<file path="src/rtl/core/assert_macros.svh">
// Assertion macros shared by the core RTL.
// No dependencies; expects clock and reset in the including scope.
`ifndef ASSERT_MACROS_SVH
`define ASSERT_MACROS_SVH

// same-cycle implication, disabled during reset
`define ASSERT_IMPLIES(label, cond, expr, msg) \
   label: assert property (@(posedge clock) disable iff (reset) (cond) |-> (expr)) \
      else $error(msg);

// next-cycle implication, disabled during reset
`define ASSERT_NEXT(label, cond, expr, msg) \
   label: assert property (@(posedge clock) disable iff (reset) (cond) |=> (expr)) \
      else $error(msg);

`endif

</file>
<file path="src/rtl/core/ecs_pkg.sv">
// Shared constants, register indexes, sequencer states and divider structs
// for the charge/spark step core. No dependencies.
package ecs_pkg;

   localparam int FRAC_BITS      = 16;
   localparam int WORD_BITS      = 32;
   localparam int CHARGE_BITS    = 48;
   localparam int DIV_SHIFT      = WORD_BITS - FRAC_BITS;
   localparam int DIV_HIGH_BITS  = CHARGE_BITS - DIV_SHIFT;
   localparam int KEEP_BITS      = FRAC_BITS + 1;
   localparam int TALLY_BITS     = 16;
   localparam int DRIVE_BITS     = 21;
   localparam int STEP_BITS      = 16;
   localparam int OUT_BITS       = 32;
   localparam int REQ_DATA_BITS  = 40;
   localparam int RSP_DATA_BITS  = 4 * OUT_BITS;
   localparam int CSR_INDEX_BITS = 3;

   // two quotient bits per cycle
   localparam int DIV_STEPS      = WORD_BITS / 2;
   localparam int DIV_COUNT_BITS = $clog2(DIV_STEPS);

   localparam logic [CSR_INDEX_BITS-1:0] CSR_BELT_TOP_SPEED     = 3'd0;
   localparam logic [CSR_INDEX_BITS-1:0] CSR_BELT_TOP_CURRENT   = 3'd1;
   localparam logic [CSR_INDEX_BITS-1:0] CSR_SPHERE_CAPACITANCE = 3'd2;
   localparam logic [CSR_INDEX_BITS-1:0] CSR_LEAK_RESISTANCE    = 3'd3;
   localparam logic [CSR_INDEX_BITS-1:0] CSR_BREAKDOWN_VOLTAGE  = 3'd4;
   localparam logic [CSR_INDEX_BITS-1:0] CSR_DISCHARGE_KEEP     = 3'd5;
   localparam logic [CSR_INDEX_BITS-1:0] CSR_SPARK_HOLD         = 3'd6;
   localparam logic [CSR_INDEX_BITS-1:0] CSR_RATE_WINDOW        = 3'd7;

   typedef enum logic [4:0] {
      ST_IDLE,
      ST_SPEED,
      ST_CURRENT,
      ST_WAIT_VB,
      ST_WAIT_LEAK,
      ST_GAIN,
      ST_LOSS,
      ST_UPDATE,
      ST_VOLT_GO,
      ST_WAIT_VOLT,
      ST_KEEP_HI,
      ST_KEEP_LO,
      ST_SPARK,
      ST_SPARK_GO,
      ST_WAIT_SPARK,
      ST_WINDOW,
      ST_WINDOW_CMP,
      ST_WAIT_RATE,
      ST_OUTPUT
   } state_type;

   typedef struct packed {
      logic                   start;
      logic [CHARGE_BITS-1:0] dividend;
      logic [WORD_BITS-1:0]   divisor;
   } div_req_type;

   typedef struct packed {
      logic                 busy;
      logic                 done;
      logic [WORD_BITS-1:0] quotient;
   } div_rsp_type;

endpackage

</file>
<file path="src/rtl/core/electrostatic_charge_spark_step_core.sv">
// Belt charger and spark gap step core: one request word per time step,
// one response word per step. Depends on ecs_pkg, ecs_div, assert_macros.svh.
//
// One request word is taken at a time; req_tready is high only while the
// sequencer is idle. A step runs through one shared 32x17 multiplier and one
// shared divider that yields two quotient bits per cycle, or the whole
// quotient in a single step when it saturates. The response sits in an
// output register until taken, and the next word is accepted no earlier
// than the cycle after the response is loaded. Configuration is written
// through the csr_ port; the user must write it only while the core is idle,
// which the core itself does not enforce. There is no read-back.
module electrostatic_charge_spark_step_core import ecs_pkg::*; (
   input  logic                      clock,
   input  logic                      reset,
   // drive_level [20:0], step_time [36:21], zero pad to 40 bits
   input  logic [REQ_DATA_BITS-1:0]  req_tdata,
   input  logic                      req_tvalid,
   output logic                      req_tready,
   // belt_speed [31:0], sphere_voltage [63:32], sphere_charge [95:64],
   // spark_rate [127:96]
   output logic [RSP_DATA_BITS-1:0]  rsp_tdata,
   // spark_fired [0]
   output logic                      rsp_tuser,
   output logic                      rsp_tvalid,
   input  logic                      rsp_tready,
   input  logic                      csr_we,
   input  logic [CSR_INDEX_BITS-1:0] csr_index,
   input  logic [WORD_BITS-1:0]      csr_wdata
);

   `include "assert_macros.svh"

   localparam logic [KEEP_BITS-1:0] ONE_FX = KEEP_BITS'(1) << FRAC_BITS;
   localparam int MUL_BITS = WORD_BITS + KEEP_BITS;

   // configuration
   logic [WORD_BITS-1:0] top_speed_ff, top_current_ff, capacitance_ff, resistance_ff;
   logic [WORD_BITS-1:0] breakdown_ff, hold_time_ff, window_ff;
   logic [KEEP_BITS-1:0] keep_ff;

   // architectural state
   logic [CHARGE_BITS-1:0] charge_ff, charge_in;
   logic [WORD_BITS-1:0]   hold_ff, hold_in;
   logic [TALLY_BITS-1:0]  tally_ff, tally_in;
   logic [WORD_BITS-1:0]   elapsed_ff, elapsed_in;
   logic [WORD_BITS-1:0]   rate_ff, rate_in;

   // per-step working registers
   state_type              state_ff, state_in;
   logic [KEEP_BITS-1:0]   drive_ff, drive_in;
   logic [STEP_BITS-1:0]   dt_ff, dt_in;
   logic [WORD_BITS-1:0]   speed_ff, speed_in;
   logic [WORD_BITS-1:0]   current_ff, current_in;
   logic [WORD_BITS-1:0]   leak_ff, leak_in;
   logic [WORD_BITS-1:0]   gain_ff, gain_in;
   logic [WORD_BITS-1:0]   loss_ff, loss_in;
   logic [WORD_BITS-1:0]   volt_ff, volt_in;
   logic [CHARGE_BITS-1:0] khi_ff, khi_in;
   logic [KEEP_BITS-1:0]   klo_ff, klo_in;
   logic                   fired_ff, fired_in;

   // response register
   logic                     rsp_tvalid_ff, rsp_tvalid_in;
   logic [RSP_DATA_BITS-1:0] rsp_tdata_ff, rsp_tdata_in;
   logic                     rsp_tuser_ff, rsp_tuser_in;

   // shared units
   logic [WORD_BITS-1:0]   mul_a;
   logic [KEEP_BITS-1:0]   mul_b;
   logic [MUL_BITS-1:0]    mul_prod;
   logic [WORD_BITS:0]     mul_shift;
   div_req_type            div_req;
   div_rsp_type            div_rsp;

   // misc combinational
   logic [DRIVE_BITS-1:0]  raw_drive;
   logic [KEEP_BITS-1:0]   keep_sat;
   logic [CHARGE_BITS:0]   sum, diff;
   logic [WORD_BITS:0]     elapsed_sum;
   logic [WORD_BITS-1:0]   window_fix;
   logic [OUT_BITS-1:0]    charge_out;

   ecs_div u_div (
      .clock   (clock),
      .reset   (reset),
      .div_req (div_req),
      .div_rsp (div_rsp)
   );

   always_ff @(posedge clock) begin
      if (reset) begin
         top_speed_ff   <= WORD_BITS'(655360);
         top_current_ff <= WORD_BITS'(655360);
         capacitance_ff <= WORD_BITS'(655360);
         resistance_ff  <= WORD_BITS'(3276800);
         breakdown_ff   <= WORD_BITS'(19660800);
         keep_ff        <= KEEP_BITS'(6554);
         hold_time_ff   <= WORD_BITS'(3277);
         window_ff      <= WORD_BITS'(65536);
      end else if (csr_we) begin
         case (csr_index)
            CSR_BELT_TOP_SPEED:     top_speed_ff   <= csr_wdata;
            CSR_BELT_TOP_CURRENT:   top_current_ff <= csr_wdata;
            CSR_SPHERE_CAPACITANCE: capacitance_ff <= csr_wdata;
            CSR_LEAK_RESISTANCE:    resistance_ff  <= csr_wdata;
            CSR_BREAKDOWN_VOLTAGE:  breakdown_ff   <= csr_wdata;
            CSR_DISCHARGE_KEEP:     keep_ff        <= csr_wdata[KEEP_BITS-1:0];
            CSR_SPARK_HOLD:         hold_time_ff   <= csr_wdata;
            CSR_RATE_WINDOW:        window_ff      <= csr_wdata;
            default: ;
         endcase
      end
   end

   assign keep_sat = (keep_ff > ONE_FX) ? ONE_FX : keep_ff;
   assign raw_drive = req_tdata[DRIVE_BITS-1:0];

   // shared multiplier, operands picked by the sequencer
   always_comb begin
      case (state_ff)
         ST_SPEED:   begin mul_a = top_speed_ff;   mul_b = drive_ff; end
         ST_CURRENT: begin mul_a = top_current_ff; mul_b = drive_ff; end
         ST_GAIN:    begin mul_a = current_ff;     mul_b = KEEP_BITS'(dt_ff); end
         ST_LOSS:    begin mul_a = leak_ff;        mul_b = KEEP_BITS'(dt_ff); end
         ST_KEEP_HI: begin
            mul_a = charge_ff[CHARGE_BITS-1:FRAC_BITS];
            mul_b = keep_sat;
         end
         ST_KEEP_LO: begin
            mul_a = WORD_BITS'(charge_ff[FRAC_BITS-1:0]);
            mul_b = keep_sat;
         end
         default:    begin mul_a = '0; mul_b = '0; end
      endcase
   end

   assign mul_prod  = MUL_BITS'(mul_a) * MUL_BITS'(mul_b);
   assign mul_shift = mul_prod[MUL_BITS-1:FRAC_BITS];

   always_comb begin
      state_in      = state_ff;
      charge_in     = charge_ff;
      hold_in       = hold_ff;
      tally_in      = tally_ff;
      elapsed_in    = elapsed_ff;
      rate_in       = rate_ff;
      drive_in      = drive_ff;
      dt_in         = dt_ff;
      speed_in      = speed_ff;
      current_in    = current_ff;
      leak_in       = leak_ff;
      gain_in       = gain_ff;
      loss_in       = loss_ff;
      volt_in       = volt_ff;
      khi_in        = khi_ff;
      klo_in        = klo_ff;
      fired_in      = fired_ff;
      rsp_tvalid_in = rsp_tvalid_ff && !rsp_tready;
      rsp_tdata_in  = rsp_tdata_ff;
      rsp_tuser_in  = rsp_tuser_ff;

      div_req.start    = 1'b0;
      div_req.dividend = charge_ff;
      div_req.divisor  = capacitance_ff;

      sum         = {1'b0, charge_ff} + (CHARGE_BITS + 1)'(gain_ff);
      diff        = sum - (CHARGE_BITS + 1)'(loss_ff);
      elapsed_sum = {1'b0, elapsed_ff} + (WORD_BITS + 1)'(dt_ff);
      window_fix  = (window_ff == '0) ? WORD_BITS'(1) : window_ff;
      charge_out  = (charge_ff[CHARGE_BITS-1:OUT_BITS] != '0) ? '1
                                                               : charge_ff[OUT_BITS-1:0];

      req_tready = (state_ff == ST_IDLE);

      case (state_ff)
         ST_IDLE: begin
            if (req_tvalid) begin
               // negative drive clamps to zero, above one clamps to one
               if (raw_drive[DRIVE_BITS-1])
                  drive_in = '0;
               else if (raw_drive[DRIVE_BITS-2:0] > (DRIVE_BITS - 1)'(ONE_FX))
                  drive_in = ONE_FX;
               else
                  drive_in = raw_drive[KEEP_BITS-1:0];
               dt_in    = req_tdata[DRIVE_BITS +: STEP_BITS];
               fired_in = 1'b0;
               state_in = ST_SPEED;
            end
         end
         ST_SPEED: begin
            speed_in = mul_shift[WORD_BITS-1:0];
            state_in = ST_CURRENT;
         end
         ST_CURRENT: begin
            current_in    = mul_shift[WORD_BITS-1:0];
            div_req.start = 1'b1;
            state_in      = ST_WAIT_VB;
         end
         ST_WAIT_VB: begin
            if (div_rsp.done) begin
               // voltage before the step feeds the leakage divide
               div_req.start    = 1'b1;
               div_req.dividend = CHARGE_BITS'(div_rsp.quotient);
               div_req.divisor  = resistance_ff;
               state_in         = ST_WAIT_LEAK;
            end
         end
         ST_WAIT_LEAK: begin
            if (div_rsp.done) begin
               leak_in  = div_rsp.quotient;
               state_in = ST_GAIN;
            end
         end
         ST_GAIN: begin
            gain_in  = mul_shift[WORD_BITS-1:0];
            state_in = ST_LOSS;
         end
         ST_LOSS: begin
            loss_in  = mul_shift[WORD_BITS-1:0];
            state_in = ST_UPDATE;
         end
         ST_UPDATE: begin
            if ((CHARGE_BITS + 1)'(loss_ff) >= sum)
               charge_in = '0;
            else if (diff[CHARGE_BITS])
               charge_in = '1;
            else
               charge_in = diff[CHARGE_BITS-1:0];
            state_in = ST_VOLT_GO;
         end
         ST_VOLT_GO: begin
            div_req.start = 1'b1;
            state_in      = ST_WAIT_VOLT;
         end
         ST_WAIT_VOLT: begin
            if (div_rsp.done) begin
               volt_in = div_rsp.quotient;
               if (hold_ff != '0) begin
                  hold_in  = (hold_ff > WORD_BITS'(dt_ff)) ? hold_ff - WORD_BITS'(dt_ff) : '0;
                  state_in = ST_WINDOW;
               end else if (div_rsp.quotient >= breakdown_ff) begin
                  state_in = ST_KEEP_HI;
               end else begin
                  state_in = ST_WINDOW;
               end
            end
         end
         ST_KEEP_HI: begin
            khi_in   = mul_prod[CHARGE_BITS-1:0];
            state_in = ST_KEEP_LO;
         end
         ST_KEEP_LO: begin
            klo_in   = mul_shift[KEEP_BITS-1:0];
            state_in = ST_SPARK;
         end
         ST_SPARK: begin
            charge_in = khi_ff + CHARGE_BITS'(klo_ff);
            hold_in   = hold_time_ff;
            if (tally_ff != '1)
               tally_in = tally_ff + 1'b1;
            fired_in  = 1'b1;
            state_in  = ST_SPARK_GO;
         end
         ST_SPARK_GO: begin
            div_req.start = 1'b1;
            state_in      = ST_WAIT_SPARK;
         end
         ST_WAIT_SPARK: begin
            if (div_rsp.done) begin
               volt_in  = div_rsp.quotient;
               state_in = ST_WINDOW;
            end
         end
         ST_WINDOW: begin
            elapsed_in = elapsed_sum[WORD_BITS] ? '1 : elapsed_sum[WORD_BITS-1:0];
            state_in   = ST_WINDOW_CMP;
         end
         ST_WINDOW_CMP: begin
            if (elapsed_ff >= window_fix) begin
               // one window per step; any overshoot carries over
               elapsed_in       = elapsed_ff - window_fix;
               tally_in         = '0;
               div_req.start    = 1'b1;
               div_req.dividend = CHARGE_BITS'({tally_ff, {FRAC_BITS{1'b0}}});
               div_req.divisor  = window_ff;
               state_in         = ST_WAIT_RATE;
            end else begin
               state_in = ST_OUTPUT;
            end
         end
         ST_WAIT_RATE: begin
            if (div_rsp.done) begin
               rate_in  = div_rsp.quotient;
               state_in = ST_OUTPUT;
            end
         end
         ST_OUTPUT: begin
            if (!rsp_tvalid_ff || rsp_tready) begin
               rsp_tvalid_in = 1'b1;
               rsp_tdata_in  = {rate_ff, charge_out, volt_ff, speed_ff};
               rsp_tuser_in  = fired_ff;
               state_in      = ST_IDLE;
            end
         end
         default: begin
            state_in = ST_IDLE;
         end
      endcase
   end

   always_ff @(posedge clock) begin
      if (reset) begin
         state_ff      <= ST_IDLE;
         charge_ff     <= '0;
         hold_ff       <= '0;
         tally_ff      <= '0;
         elapsed_ff    <= '0;
         rate_ff       <= '0;
         rsp_tvalid_ff <= 1'b0;
      end else begin
         state_ff      <= state_in;
         charge_ff     <= charge_in;
         hold_ff       <= hold_in;
         tally_ff      <= tally_in;
         elapsed_ff    <= elapsed_in;
         rate_ff       <= rate_in;
         rsp_tvalid_ff <= rsp_tvalid_in;
      end
   end

   always_ff @(posedge clock) begin
      drive_ff     <= drive_in;
      dt_ff        <= dt_in;
      speed_ff     <= speed_in;
      current_ff   <= current_in;
      leak_ff      <= leak_in;
      gain_ff      <= gain_in;
      loss_ff      <= loss_in;
      volt_ff      <= volt_in;
      khi_ff       <= khi_in;
      klo_ff       <= klo_in;
      fired_ff     <= fired_in;
      rsp_tdata_ff <= rsp_tdata_in;
      rsp_tuser_ff <= rsp_tuser_in;
   end

   assign rsp_tvalid = rsp_tvalid_ff;
   assign rsp_tdata  = rsp_tdata_ff;
   assign rsp_tuser  = rsp_tuser_ff;

   `ASSERT_IMPLIES(a_div_start_free, div_req.start, !div_rsp.busy,
      "divider started while still busy")
   `ASSERT_IMPLIES(a_idle_div_quiet, state_ff == ST_IDLE, !div_rsp.busy && !div_rsp.done,
      "divider active while sequencer idle")
   `ASSERT_IMPLIES(a_spark_no_hold, state_ff == ST_SPARK, hold_ff == '0,
      "spark started during hold time")

endmodule

</file>
<file path="src/rtl/core/ecs_div.sv">
// Shared iterative fixed-point divider: floor(a * 2^FRAC / b), saturated.
// Depends on ecs_pkg.
module ecs_div import ecs_pkg::*; (
   input  logic        clock,
   input  logic        reset,
   input  div_req_type div_req,
   output div_rsp_type div_rsp
);

   localparam logic [DIV_COUNT_BITS-1:0] DIV_LAST = DIV_COUNT_BITS'(DIV_STEPS - 1);

   logic                      busy_ff, busy_in;
   logic                      done_ff, done_in;
   logic [WORD_BITS-1:0]      rem_ff, rem_in;
   logic [WORD_BITS-1:0]      quo_ff, quo_in;
   logic [WORD_BITS-1:0]      divisor_ff, divisor_in;
   logic [DIV_COUNT_BITS-1:0] count_ff, count_in;

   logic [WORD_BITS-1:0]     divisor_fix;
   logic [DIV_HIGH_BITS-1:0] high_part;
   logic                     overflow;
   logic [WORD_BITS:0]       r1, r1s, r2, r2s;
   logic                     ge1, ge2;

   always_comb begin
      divisor_fix = (div_req.divisor == '0) ? WORD_BITS'(1) : div_req.divisor;
      high_part   = div_req.dividend[CHARGE_BITS-1:DIV_SHIFT];
      // quotient would not fit the word
      overflow    = high_part >= DIV_HIGH_BITS'(divisor_fix);

      r1  = {rem_ff, quo_ff[WORD_BITS-1]};
      ge1 = r1 >= {1'b0, divisor_ff};
      r1s = ge1 ? (r1 - {1'b0, divisor_ff}) : r1;
      r2  = {r1s[WORD_BITS-1:0], quo_ff[WORD_BITS-2]};
      ge2 = r2 >= {1'b0, divisor_ff};
      r2s = ge2 ? (r2 - {1'b0, divisor_ff}) : r2;

      busy_in    = busy_ff;
      done_in    = 1'b0;
      rem_in     = rem_ff;
      quo_in     = quo_ff;
      divisor_in = divisor_ff;
      count_in   = count_ff;

      if (div_req.start) begin
         divisor_in = divisor_fix;
         if (overflow) begin
            quo_in  = '1;
            done_in = 1'b1;
            busy_in = 1'b0;
         end else begin
            rem_in   = WORD_BITS'(high_part);
            quo_in   = {div_req.dividend[DIV_SHIFT-1:0], {FRAC_BITS{1'b0}}};
            count_in = DIV_LAST;
            busy_in  = 1'b1;
         end
      end else if (busy_ff) begin
         // dividend bits leave the top of quo, quotient bits enter at the bottom
         rem_in   = r2s[WORD_BITS-1:0];
         quo_in   = {quo_ff[WORD_BITS-3:0], ge1, ge2};
         count_in = count_ff - 1'b1;
         if (count_ff == '0) begin
            busy_in = 1'b0;
            done_in = 1'b1;
         end
      end
   end

   always_ff @(posedge clock) begin
      if (reset) begin
         busy_ff <= 1'b0;
         done_ff <= 1'b0;
      end else begin
         busy_ff <= busy_in;
         done_ff <= done_in;
      end
   end

   always_ff @(posedge clock) begin
      rem_ff     <= rem_in;
      quo_ff     <= quo_in;
      divisor_ff <= divisor_in;
      count_ff   <= count_in;
   end

   assign div_rsp.busy     = busy_ff;
   assign div_rsp.done     = done_ff;
   assign div_rsp.quotient = quo_ff;

endmodule
</file>
<file path="config.mk">
export PLATFORM = sky130hd
export DESIGN_NAME = electrostatic_charge_spark_step_core
export DESIGN_NICKNAME = d
export VERILOG_FILES = /design/src/rtl/core/ecs_pkg.sv /design/src/rtl/core/electrostatic_charge_spark_step_core.sv /design/src/rtl/core/ecs_div.sv
export VERILOG_INCLUDE_DIRS = /design/src /design/src/rtl/core
export SDC_FILE = /design/constraint.sdc
export NUM_CORES = 2
export LEC_CHECK = 0
export BUFFER_PORTS_ARGS = -buffer_cell sky130_fd_sc_hd__buf_2
export CAP_MARGIN = 20
export CORE_ASPECT_RATIO = 2
export CORE_MARGIN = 1.5
export CORE_UTILIZATION = 30
export CTS_CLUSTER_SIZE = 30
export DETAILED_ROUTE_END_ITERATION = 8
export PLACE_DENSITY_LB_ADDON = 0.08
export SYNTH_ARGS = -nofsm -noshare
export SYNTH_HDL_FRONTEND = slang
export SYNTH_SLANG_ARGS = --single-unit
</file>
<file path="constraint.sdc">
create_clock -name clock -period 12.43 [get_ports clock]
set_input_delay 2.486 -clock clock [delete_from_list [all_inputs] [get_ports clock]]
set_output_delay 2.486 -clock clock [all_outputs]
set_load 0.02 [all_outputs]
</file>
==> results.yml <==
cts:
  cts_repair_resize_count: 0
  largest_buffer_count_on_any_clock_path: 3
  latest_clock_arrival_within_the_worst_skew_pair_ns: 0.75
  cts_setup_buffers: 0
  tritoncts: "yes"
  hold_buffers: 0
  number_of_buffers_added_by_the_clock_tree_synthesis_step: 97
  cts_max_level: 3
  clkTransAtPathRegs_ns: 0.07
  clockRootBuffer: "sky130_fd_sc_hd__clkbuf_16"
  cts.sink_count: 929
cells_and_area:
  largest_register_ff_count: 128
  post_route_cells_drive_above_1_share_pct: 9.840
  nNetsFinal: 8468
  areaGrowthSynthToFinish_pct: 13.19
die:
  die_width_um: 336.6
  number_of_top_level_pins: 211
  die_height_um: 670.1
  fp.coreArea_um2: 221000
  die_area_um2: 225500
  initial_core_util_pct: 30.20
  core.rowCount: 244
pwr:
  vdd_drop_max_mv: 0.2228
  p_per_area_nw_per_um2: 184.9
  leakagePower_nw: 31.52
timing:
  finalSetupViolations: 0
  max_freq_mhz: 93.91
  setup_repair_after_global_routing_missed_its_margin: "false"
  finClkSkew_ns: 0.04155
  timing.final.crit_period_ns: 10.65
  min_period_over_period_pct: 85.67
  setup_tns_ns: 0
  hold_viol: 0
  slew-limit-headroom_pct: 22.32
  final.setup.worst_slack_ns: 1.782
  worst-slew-pin-transition_ns: 1.165
  drv_slew: 0
synthesis:
  ys_warn_count: 0
  synth_largest_area_cell: "sky130_fd_sc_hd__edfxtp_1"
  syn-instance-count: 7377
  synth-edff-count: 520
  synth_nets: 8307
  synth.cells.most_frequent: "1286 x sky130_fd_sc_hd__nand2_1, 812 x sky130_fd_sc_hd__inv_1, 640 x sky130_fd_sc_hd__a21oi_1"
  synthArstFlopShare_pct: 0
  synth_top_area_share_pct: 23.39
  synth_flop_cell: "sky130_fd_sc_hd__edfxtp_1"
  netlist_area_um2: 66760
  synth-seq-area-share_pct: 35.66
  post-synth-top-count-cell: "sky130_fd_sc_hd__nand2_1"
  synth.distinct_cells: 91
  synth.ff_latch_count: 929
  syn_area_per_cell_um2: 9.049
  synthTopCellsByArea: "sky130_fd_sc_hd__edfxtp_1 23%, sky130_fd_sc_hd__fa_1 14%, sky130_fd_sc_hd__dfxtp_1 12%"
drt:
  wl_per_cell_um: 27.70
  dr_total_vias: 55400
  detailedRoute.firstIterationViolations: 3495
  detail_route.vias_per_cell: 5.235
  wirelength_mm: 293.1
  first_pass_iters: 5
  final_ant_viol_nets: 0
  drc_errors: 0
place:
  place_hpwl_mm: 229.7
  gp_routability_congestion: 0.9204
  io_buffer_count: 207
  place_worst_setup_slack_ns: 1.646
hold_path:
  hold-path-endpoint: "rsp_tdata[37]$_DFFE_PP_"
  timing.hold.worst.class: "flip-flop to flip-flop"
  hold_depth: 0
  holdCritStartpoint: "volt_ff[5]$_DFFE_PP_"
setup_path:
  timing.critical_path.slowest_cell_delay_ns: 0.77
  path_class: "flip-flop to flip-flop"
  critical_path_peak_fanout: 17
  worstSetupStartpointType: "flip-flop"
  setup_slack_on_the_worst_flop_to_flop_path_ns: 1.78
  r2r_start: "state_ff[1]$_SDFFE_PP0P_"
  worst-r2r-cell-count: 33
  worst_setup_end_kind: "flip-flop"
  cp_data_required_time_ns: 13.01
  critical_path_arrival_ns: 11.23
  crit_path_top_delay_cell: "sky130_fd_sc_hd__o21ai_0"
  crit-reg2reg-capture: "khi_ff[44]$_DFFE_PN_"
grt:
  grt_pass1_vias: 57340
  global_route.usage.total_pct: 25.76
  first_pass_grt_wire_length_mm: 413.2
  grt_max_degree: 85
  globalRouteOverflowTotal: 0
  grt_antenna_before_repair: 7
job:
  max_cap_violations: 0
run_status:
  run_status: "completed"
[metrics by stage]
step / hold WS, ns / utilization, % / instance area [µm²] / std cells / total power [W]
after floorplan: 0.4003 / - / 66760 / 7377 / 0.008064
after global placement: 0.4009 / 32.59 / 72040 / 10390 / 0.01079
after detailed placement: 0.4045 / 32.63 / 72120 / 10390 / 0.01084
after CTS: 0.4174 / 34.17 / 75530 / 10570 / 0.01410
after global routing: 0.4215 / 34.18 / 75550 / 10580 / 0.01463
final: 0.4179 / 34.19 / 75560 / 10580 / 0.01397
[power breakdown]
part	internal, W	switching (W)	total (W)
clock network	0.00176	0.00145	0.00321
registers	0.00391	0.000256	0.00417
logic	0.00219	0.00440	0.00659
[cell type report]
class                           count  area, µm²
Fill cell                       23110     145500
Multi-Input combinational cell   5265      38810
Sequential cell                   929      23800
Tap cell                         2952       3694
Inverter                          813       3053
Clock buffer                      134       2783
Timing Repair Buffer              432       2766
Clock inverter                     49      633.1
Antenna cell                        9      22.52
[critical path: cells and delay by family, from the launching register on]
kind                     cells  cell delay, ns
AO/OA/AOI/OAI                8            2.86
XOR/XNOR                     1            0.42
adder cells (fa/ha/maj)      7            3.40
buffers and inverters       10            1.29
flip-flops                   1            0.31
AND/OR/NAND/NOR              7            2.19
[cell families (layout without fill, tap and decap cells)]
group,after synthesis,after routing,synth area share [%]
XOR/XNOR,285,285,3.739
adder cells (fa/ha/maj),850,850,21.06
multiplexers,50,50,0.7797
flip-flops,929,929,35.66
AND/OR/NAND/NOR,2453,2453,16.40
buffers and inverters,1183,1428,6.762
AO/OA/AOI/OAI,1627,1627,15.61
other,0,9,0
[cells in the final DEF (no fill, tap or decap), drive strengths merged, types with 46 or more instances in the layout]
cell,netlist,routed
nand2,1287,1287
inv,813,819
a21oi,640,640
edfxtp,520,520
fa,456,456
nor2,435,435
buf,33,432
dfxtp,409,409
ha,394,394
o21ai,216,216
xnor2,183,183
a21o,162,162
clkbuf,337,134
a22oi,112,112
nor3,111,111
xor2,102,102
and2,99,99
nand3,96,96
nor4,68,68
o21a,67,67
nand4,66,66
a211oi,61,61
nand2b,53,53
nor2b,50,50
a221oi,50,50
and3,46,46
a31oi,46,46
[routing by layer]
layer,vias to the layer above,part of all wire (%),track usage (%)
met5,-,0.0044,0
met4,2,7.6,16.93
met3,558,3.2,2.302
met2,1470,56,50.62
met1,27930,33,25.00
li1,25440,-,-
[worst max-delay path by stage]
stage,startpoint,end,slack (ns),cells past startpoint
2_1_floorplan,state_ff[2]$_SDFFE_PP0P_,current_ff[24]$_DFFE_PN_,3.34,33
3_3_place_gp,state_ff[1]$_SDFFE_PP0P_,current_ff[28]$_DFFE_PN_,1.62,33
3_5_place_dp,state_ff[1]$_SDFFE_PP0P_,current_ff[28]$_DFFE_PN_,1.65,33
4_1_cts,state_ff[1]$_SDFFE_PP0P_,khi_ff[44]$_DFFE_PN_,1.57,33
5_1_grt,state_ff[1]$_SDFFE_PP0P_,khi_ff[44]$_DFFE_PN_,1.36,33
6_report,state_ff[1]$_SDFFE_PP0P_,khi_ff[44]$_DFFE_PN_,1.78,33
No activity file was read; power rests on OpenSTA's default activity.
